[config.mk]
export PLATFORM = sky130hd
export DESIGN_NAME = signed_128bit_divide_remainder
export DESIGN_NICKNAME = d
export VERILOG_FILES = /design/src/design/sdr_pkg.sv /design/src/design/signed_128bit_divide_remainder.sv /design/src/design/sdr_core.sv
export SDC_FILE = /design/constraint.sdc
export NUM_CORES = 2
export LEC_CHECK = 0
export BUFFER_PORTS_ARGS = -buffer_cell sky130_fd_sc_hd__buf_2
export CELL_PAD_IN_SITES_DETAIL_PLACEMENT = 0
export CELL_PAD_IN_SITES_GLOBAL_PLACEMENT = 1
export CORE_MARGIN = 5
export CORE_UTILIZATION = 51
export CTS_BUF_LIST = sky130_fd_sc_hd__clkbuf_2 sky130_fd_sc_hd__clkbuf_4 sky130_fd_sc_hd__clkbuf_8
export CTS_CLUSTER_SIZE = 8
export DETAILED_ROUTE_END_ITERATION = 8
export GPL_ROUTABILITY_DRIVEN = 0
export PLACE_DENSITY = 0.89
export SYNTH_ARGS = -nofsm -noshare
export SYNTH_HDL_FRONTEND = slang
export SYNTH_SLANG_ARGS = --single-unit
[constraint.sdc]
create_clock -name clk -period 35.5 [get_ports clk]
set_clock_uncertainty 0.2 [all_clocks]
set_input_delay 3.55 -clock clk [delete_from_list [all_inputs] [get_ports clk]]
set_output_delay 3.55 -clock clk [all_outputs]
set_load 0.005 [all_outputs]
[src/design/sdr_pkg.sv]
// shared constants and types for the signed 128-bit divider
`timescale 1ns / 1ps
package sdr_pkg;

	localparam int HALF_W = 64;
	localparam int FULL_W = 2 * HALF_W;
	localparam int CNT_W  = $clog2(FULL_W);
	localparam int DATA_W = 4 * HALF_W;

	// status codes carried on the result tuser
	localparam logic STATUS_OK       = 1'b0;
	localparam logic STATUS_DIV_ZERO = 1'b1;

	// control from the sequencer into the divider core
	typedef struct packed {
		logic start;
	} core_ctrl_t;

	// status from the divider core back to the sequencer
	typedef struct packed {
		logic busy;
		logic done;
	} core_stat_t;

	// sequencer states
	typedef enum logic [3:0] {
		S_IDLE = 4'b0001,
		S_PREP = 4'b0010,
		S_DIV  = 4'b0100,
		S_FIX  = 4'b1000
	} state_t;

endpackage

[src/design/signed_128bit_divide_remainder.sv]
// top level: signed 128-bit divide with remainder, stream in and out
`timescale 1ns / 1ps
// Divides a signed 128-bit dividend by a signed 128-bit divisor and returns the
// quotient truncated toward zero and the remainder with the sign of the
// dividend; the most negative value over minus one wraps. A zero divisor gives
// status 1 on m_tuser, the dividend as quotient and a zero remainder. One item
// is in flight at a time: an item goes from the input transfer through a step
// that takes magnitudes and starts the core, the one-bit-per-cycle restoring
// divider, a step that collects the core result and a sign-fix step that waits
// until the output register is free. Input reopens in the same cycle as the
// result is loaded into the output register. A zero divisor skips the divider
// and goes from the magnitude step straight to sign fix. The result sits in an
// output register until it is taken.
module signed_128bit_divide_remainder (
	input  logic                          clk,
	input  logic                          arst_n,
	input  logic                          s_tvalid,
	output logic                          s_tready,
	// dividend_high, dividend_low, divisor_high, divisor_low (low bits first)
	input  logic [sdr_pkg::DATA_W-1:0]    s_tdata,
	output logic                          m_tvalid,
	input  logic                          m_tready,
	// quotient_high, quotient_low, remainder_high, remainder_low (low bits first)
	output logic [sdr_pkg::DATA_W-1:0]    m_tdata,
	// status
	output logic                          m_tuser
);

	localparam int HW = sdr_pkg::HALF_W;
	localparam int FW = sdr_pkg::FULL_W;

	sdr_pkg::state_t      state_q;
	logic [FW-1:0]        num_q;
	logic [FW-1:0]        den_q;
	logic                 nneg_q;
	logic                 dneg_q;
	logic                 zero_q;
	logic                 out_valid_q;
	logic [sdr_pkg::DATA_W-1:0] out_data_q;
	logic                 out_user_q;

	sdr_pkg::core_ctrl_t  ctrl;
	sdr_pkg::core_stat_t  stat;
	logic [FW-1:0]        core_quo;
	logic [FW-1:0]        core_rem;
	logic [FW-1:0]        num_mag;
	logic [FW-1:0]        den_mag;
	logic [FW-1:0]        quo_fix;
	logic [FW-1:0]        rem_fix;
	logic                 in_xfer;
	logic                 out_free;
	logic                 den_zero;

	assign in_xfer  = s_tvalid && s_tready;
	assign out_free = !out_valid_q || m_tready;
	assign s_tready = (state_q == sdr_pkg::S_IDLE);
	assign den_zero = (den_q == '0);

	// operand magnitudes and result sign fixing
	always_comb begin
		num_mag = nneg_q ? (~num_q + 1'b1) : num_q;
		den_mag = dneg_q ? (~den_q + 1'b1) : den_q;
		quo_fix = (nneg_q ^ dneg_q) ? (~num_q + 1'b1) : num_q;
		rem_fix = nneg_q ? (~den_q + 1'b1) : den_q;
	end

	assign ctrl.start = (state_q == sdr_pkg::S_PREP) && !den_zero;

	sdr_core u_core (
		.clk      (clk),
		.arst_n   (arst_n),
		.ctrl     (ctrl),
		.dividend (num_mag),
		.divisor  (den_mag),
		.stat     (stat),
		.quotient (core_quo),
		.remainder(core_rem)
	);

	// sequencer
	always_ff @(posedge clk or negedge arst_n) begin
		if (!arst_n) begin
			state_q <= sdr_pkg::S_IDLE;
		end else begin
			case (state_q)
				sdr_pkg::S_IDLE: begin
					if (in_xfer) state_q <= sdr_pkg::S_PREP;
				end
				sdr_pkg::S_PREP: begin
					state_q <= den_zero ? sdr_pkg::S_FIX : sdr_pkg::S_DIV;
				end
				sdr_pkg::S_DIV: begin
					if (stat.done) state_q <= sdr_pkg::S_FIX;
				end
				sdr_pkg::S_FIX: begin
					if (out_free) state_q <= sdr_pkg::S_IDLE;
				end
				default: state_q <= sdr_pkg::S_IDLE;
			endcase
		end
	end

	// operand and result holding registers
	always_ff @(posedge clk) begin
		if (in_xfer) begin
			num_q  <= {s_tdata[HW-1:0], s_tdata[2*HW-1:HW]};
			den_q  <= {s_tdata[3*HW-1:2*HW], s_tdata[4*HW-1:3*HW]};
			nneg_q <= s_tdata[HW-1];
			dneg_q <= s_tdata[3*HW-1];
		end else if (state_q == sdr_pkg::S_PREP) begin
			zero_q <= den_zero;
			if (den_zero) begin
				nneg_q <= 1'b0;
				dneg_q <= 1'b0;
			end
		end else if ((state_q == sdr_pkg::S_DIV) && stat.done) begin
			num_q <= core_quo;
			den_q <= core_rem;
		end
	end

	// output register
	always_ff @(posedge clk or negedge arst_n) begin
		if (!arst_n) begin
			out_valid_q <= 1'b0;
		end else if ((state_q == sdr_pkg::S_FIX) && out_free) begin
			out_valid_q <= 1'b1;
		end else if (m_tready) begin
			out_valid_q <= 1'b0;
		end
	end

	always_ff @(posedge clk) begin
		if ((state_q == sdr_pkg::S_FIX) && out_free) begin
			out_data_q <= {rem_fix[HW-1:0], rem_fix[FW-1:HW],
				quo_fix[HW-1:0], quo_fix[FW-1:HW]};
			out_user_q <= zero_q ? sdr_pkg::STATUS_DIV_ZERO : sdr_pkg::STATUS_OK;
		end
	end

	assign m_tvalid = out_valid_q;
	assign m_tdata  = out_data_q;
	assign m_tuser  = out_user_q;

`ifndef SYNTHESIS
	// the core is working for the whole divide phase
	a_div_busy: assert property (@(posedge clk) disable iff (!arst_n)
		(state_q == sdr_pkg::S_DIV) |-> (stat.busy || stat.done))
		else $error("divider core idle during divide phase");

	// a new result only appears out of the sign-fix phase
	a_out_src: assert property (@(posedge clk) disable iff (!arst_n)
		$rose(m_tvalid) |-> $past(state_q == sdr_pkg::S_FIX))
		else $error("result raised outside sign-fix phase");

	// divide by zero always carries a zero remainder
	a_dz_rem: assert property (@(posedge clk) disable iff (!arst_n)
		(m_tvalid && (m_tuser == sdr_pkg::STATUS_DIV_ZERO))
		|-> (m_tdata[4*HW-1:2*HW] == '0))
		else $error("divide by zero with nonzero remainder");

	// the core is never started while input is open
	a_start_idle: assert property (@(posedge clk) disable iff (!arst_n)
		ctrl.start |-> !s_tready)
		else $error("core started while accepting input");
`endif

endmodule

[src/design/sdr_core.sv]
// unsigned radix-2 restoring divider, one quotient bit per cycle
`timescale 1ns / 1ps
module sdr_core (
	input  logic                          clk,
	input  logic                          arst_n,
	input  sdr_pkg::core_ctrl_t           ctrl,
	input  logic [sdr_pkg::FULL_W-1:0]    dividend,
	input  logic [sdr_pkg::FULL_W-1:0]    divisor,
	output sdr_pkg::core_stat_t           stat,
	output logic [sdr_pkg::FULL_W-1:0]    quotient,
	output logic [sdr_pkg::FULL_W-1:0]    remainder
);

	logic [sdr_pkg::FULL_W-1:0] rem_q;
	logic [sdr_pkg::FULL_W-1:0] quo_q;
	logic [sdr_pkg::FULL_W-1:0] div_q;
	logic [sdr_pkg::CNT_W-1:0]  cnt_q;
	logic                       busy_q;
	logic                       done_q;
	logic [sdr_pkg::FULL_W:0]   shifted;
	logic [sdr_pkg::FULL_W:0]   diff;
	logic                       qbit;

	// trial subtract of the divisor from the shifted partial remainder
	always_comb begin
		shifted = {rem_q, quo_q[sdr_pkg::FULL_W-1]};
		diff    = shifted - {1'b0, div_q};
		qbit    = ~diff[sdr_pkg::FULL_W];
	end

	// control: step counter, busy and done flags
	always_ff @(posedge clk or negedge arst_n) begin
		if (!arst_n) begin
			busy_q <= 1'b0;
			done_q <= 1'b0;
			cnt_q  <= '0;
		end else begin
			done_q <= 1'b0;
			if (ctrl.start) begin
				busy_q <= 1'b1;
				cnt_q  <= sdr_pkg::CNT_W'(sdr_pkg::FULL_W - 1);
			end else if (busy_q) begin
				cnt_q <= cnt_q - 1'b1;
				if (cnt_q == '0) begin
					busy_q <= 1'b0;
					done_q <= 1'b1;
				end
			end
		end
	end

	// datapath: dividend bits shift out as quotient bits shift in
	always_ff @(posedge clk) begin
		if (ctrl.start) begin
			rem_q <= '0;
			quo_q <= dividend;
			div_q <= divisor;
		end else if (busy_q) begin
			rem_q <= qbit ? diff[sdr_pkg::FULL_W-1:0] : shifted[sdr_pkg::FULL_W-1:0];
			quo_q <= {quo_q[sdr_pkg::FULL_W-2:0], qbit};
		end
	end

	assign stat.busy = busy_q;
	assign stat.done = done_q;
	assign quotient  = quo_q;
	assign remainder = rem_q;

endmodule
==> flow_metrics.tcl <==
set metrics [dict create \
    status "completed" \
    fp-row-count 117 \
    multi_input_area_sq_um 24000 \
    post_cts_buffers 0 \
    cts_buffers 156 \
    synth_edf_count 772 \
    fin_cells 7501 \
    seq_area_frac_synth 0.502 \
    cts_root_buf "clkbuf_8" \
    first_pass_iters 9 \
    syn_nets 6010 \
    cap_violations 0 \
    drtIter0Drc 3935 \
    place_inst 7215 \
    routed_wl_microns 151000 \
    start_kind "register" \
    critPathKind "register to register" \
    clkSlewWorstSetupHoldPaths_ps 60 \
    synth.distinct_cells 73 \
    n_fill_cell 8911 \
    rsz0062_at_grt "false" \
    worst_pin_slew_ps 1170 \
    slew_headroom 0.219 \
    setup_viol 0 \
    ant_nets 0 \
    cp_slowest_cell "or4_1" \
    antenna_found_initial 15 \
    finalCritPeriodShare 0.203 \
    die_h_microns 329 \
    cts_tree "yes" \
    synthesis.area_sq_um 51900 \
    clock_path_buffers 3 \
    worst_slack_ps 28290 \
    drive_gt1_frac 0.141 \
    cts_resized 0 \
    overflow 0 \
    fin_tns_setup_ps 0 \
    slew_viol_final 0 \
    ir_worst_vdd_v 0.000109 \
    synth_warnings 0 \
    port_buffers 518 \
    fin_nets 6398 \
    synthFlopType "edfxtp_1" \
    cts_sinks 914 \
    wl_met2_microns 69800 \
    coreArea_sq_um 101000 \
    fmax_mhz 139 \
    placed_cell_area_sq_um 55500 \
    cts_max_level 4 \
    maxUsedRoutingLayer "met5" \
    drcViolationCount 0 \
    area_delta_synth_final_pct 12.8 \
    seqCellArea_sq_um 26100 \
    initial_core_util 0.512 \
    die_area_sq_um 108000 \
    arrival_ps 7490 \
    async_reset_ff_frac 0.0153 \
    met3WireLength_microns 12500 \
    track_usage 0.269 \
    grt_pass1_wl_microns 231000 \
    dp_hpwl_microns 106000 \
    grt_start_max_net_pins 281 \
    synth_area_per_cell_sq_um 9.25 \
    fin_crit_ps 7210 \
    hold_buffers 0 \
    p_per_area_nw_per_um2 102 \
    cp.required_ps 35780 \
    dp_slack_ps 28320 \
    wl_per_cell_microns 20.1 \
    wl_met1_microns 63600 \
    synth-seq-cells 914 \
    vias 42600 \
    netlist_instances 5617 \
    io_pins 519 \
    crit_buf_inv 1 \
    cpPeakStageDelay_ps 840 \
    p_leak_nw 23.5 \
    final_area_sq_um 58600 \
    end_kind "register" \
    worstPathMaxFanout 74 \
    post_drt_via_cell_ratio 5.68 \
    die_w_microns 329 \
    path_cells "or4_1 -> or3_1 -> nor3_1 -> nor2b_1 -> nand4_1 -> or4_1 -> or2_2 -> nand2b_1 -> nand2_4 -> nand2_4 -> buf_4" \
    finalHoldViolations 0 \
    finish.utilization 0.578 \
    crit_family "simple AND/OR/NAND/NOR gates" \
    clock_latency_ps 850 \
    grt_pass1_vias 41200 \
    hold_path.class "register to register" \
]
## cell families (layout without fill, tap and decap cells)
family | Yosys count | after routing | share of synthesized area
simple gates | 2292 | 2292 | 0.192
flops | 914 | 914 | 0.502
xor+xnor | 627 | 627 | 0.106
buf+inv | 505 | 1015 | 0.0368
other cells | 0 | 6 | 0
compound gates | 1129 | 1129 | 0.127
mux | 17 | 17 | 0.00335
fa+ha+maj | 133 | 133 | 0.0322
## cells in the mapped netlist, types with 10 or more instances
library cell / instances / area, sq um
nand2_1: 1441 / 5410
edfxtp_1: 772 / 23200
xnor2_1: 450 / 3940
o21ai_0: 397 / 1990
a21oi_1: 368 / 1840
nor2_1: 299 / 1120
clkbuf_1: 290 / 1090
inv_1: 184 / 691
xor2_1: 177 / 1550
ha_1: 132 / 1650
dfxtp_1: 128 / 2560
or3_1: 125 / 782
o31ai_1: 79 / 593
nor3_1: 78 / 390
a211oi_1: 77 / 578
nand4_1: 69 / 432
or4_1: 51 / 383
o21bai_1: 45 / 338
a21o_1: 42 / 315
nand2b_1: 35 / 219
nand3_1: 35 / 175
nor4_1: 35 / 219
or2_2: 35 / 219
buf_1: 23 / 86.3
nor2b_1: 21 / 131
and2_1: 19 / 119
and3_1: 18 / 113
o21a_1: 18 / 135
a31oi_1: 16 / 100
mux2i_1: 14 / 140
o211ai_1: 14 / 105
dfrtp_1: 13 / 325
o41ai_1: 11 / 96.3
a21boi_0: 10 / 75.1
## per-stage QoR
step	hold slack, ps	power (mW)
3_5_place_dp	214	4.97
6_report	233	5.96
5_1_grt	241	6.39
2_1_floorplan	200	4.24
4_1_cts	240	5.96
3_3_place_gp	218	4.92
## area by class of cell
type	instances	share of cell area
clock buffer	216	0.0450
tap	1368	0.0292
sequential	914	0.445
clock inverter	64	0.00822
timing repair buffer	550	0.0496
antenna	6	0.000256
multi-input combinational	4198	0.410
inverter	185	0.0121
## per-layer routing
layer  vias up  global-route usage
met1     20400               0.359
li1      20400                   -
met5         -                   0
met3       285              0.0595
met2      1562               0.436
met4        18              0.0967
## power by group
part	internal, mW	switching [mW]	leakage [nW]
sequential	1.79	0.354	8.50
combinational	1.08	1.77	13.3
clock	0.515	0.451	1.65
total	3.38	2.57	23.5
## cell usage in the layout, fill, tap and decap left out, drive strengths merged, types with 177 or more instances in the layout
master  Yosys  final
inv       184    194
a21oi     368    368
xor2      177    177
o21ai     398    398
buf        30    550
nor2      299    299
nand2    1441   1441
edfxtp    772    772
xnor2     450    450
clkbuf    290    216
## state kept, by name, indices dropped and copies added (netlist names)
signal	flops
num_q	128
state_q	4
zero_q	1
u_core.div_q	128
m_tvalid	1
u_core.done_q	1
dneg_q	1
m_tdata	256
u_core.quotient	128
m_tuser	1
u_core.busy_q	1
nneg_q	1
u_core.remainder	128
den_q	128
u_core.cnt_q	7
## path summary, 6_finish.rpt
kind / slack, ps / endpoint / cells past startpoint / startpoint
max: 28290 / u_core.quotient[19] / 11 / den_q[45]
min: 230 / m_tuser / 0 / zero_q
max reg2reg: 28290 / u_core.quotient[19] / 11 / den_q[45]
min reg2reg: 230 / m_tuser / 0 / zero_q
max in group asynchronous: 32370 / state_q[0] / 1 / arst_n
min in group asynchronous: 2430 / u_core.cnt_q[6] / 1 / arst_n
Power figures use the tool's default switching activity.
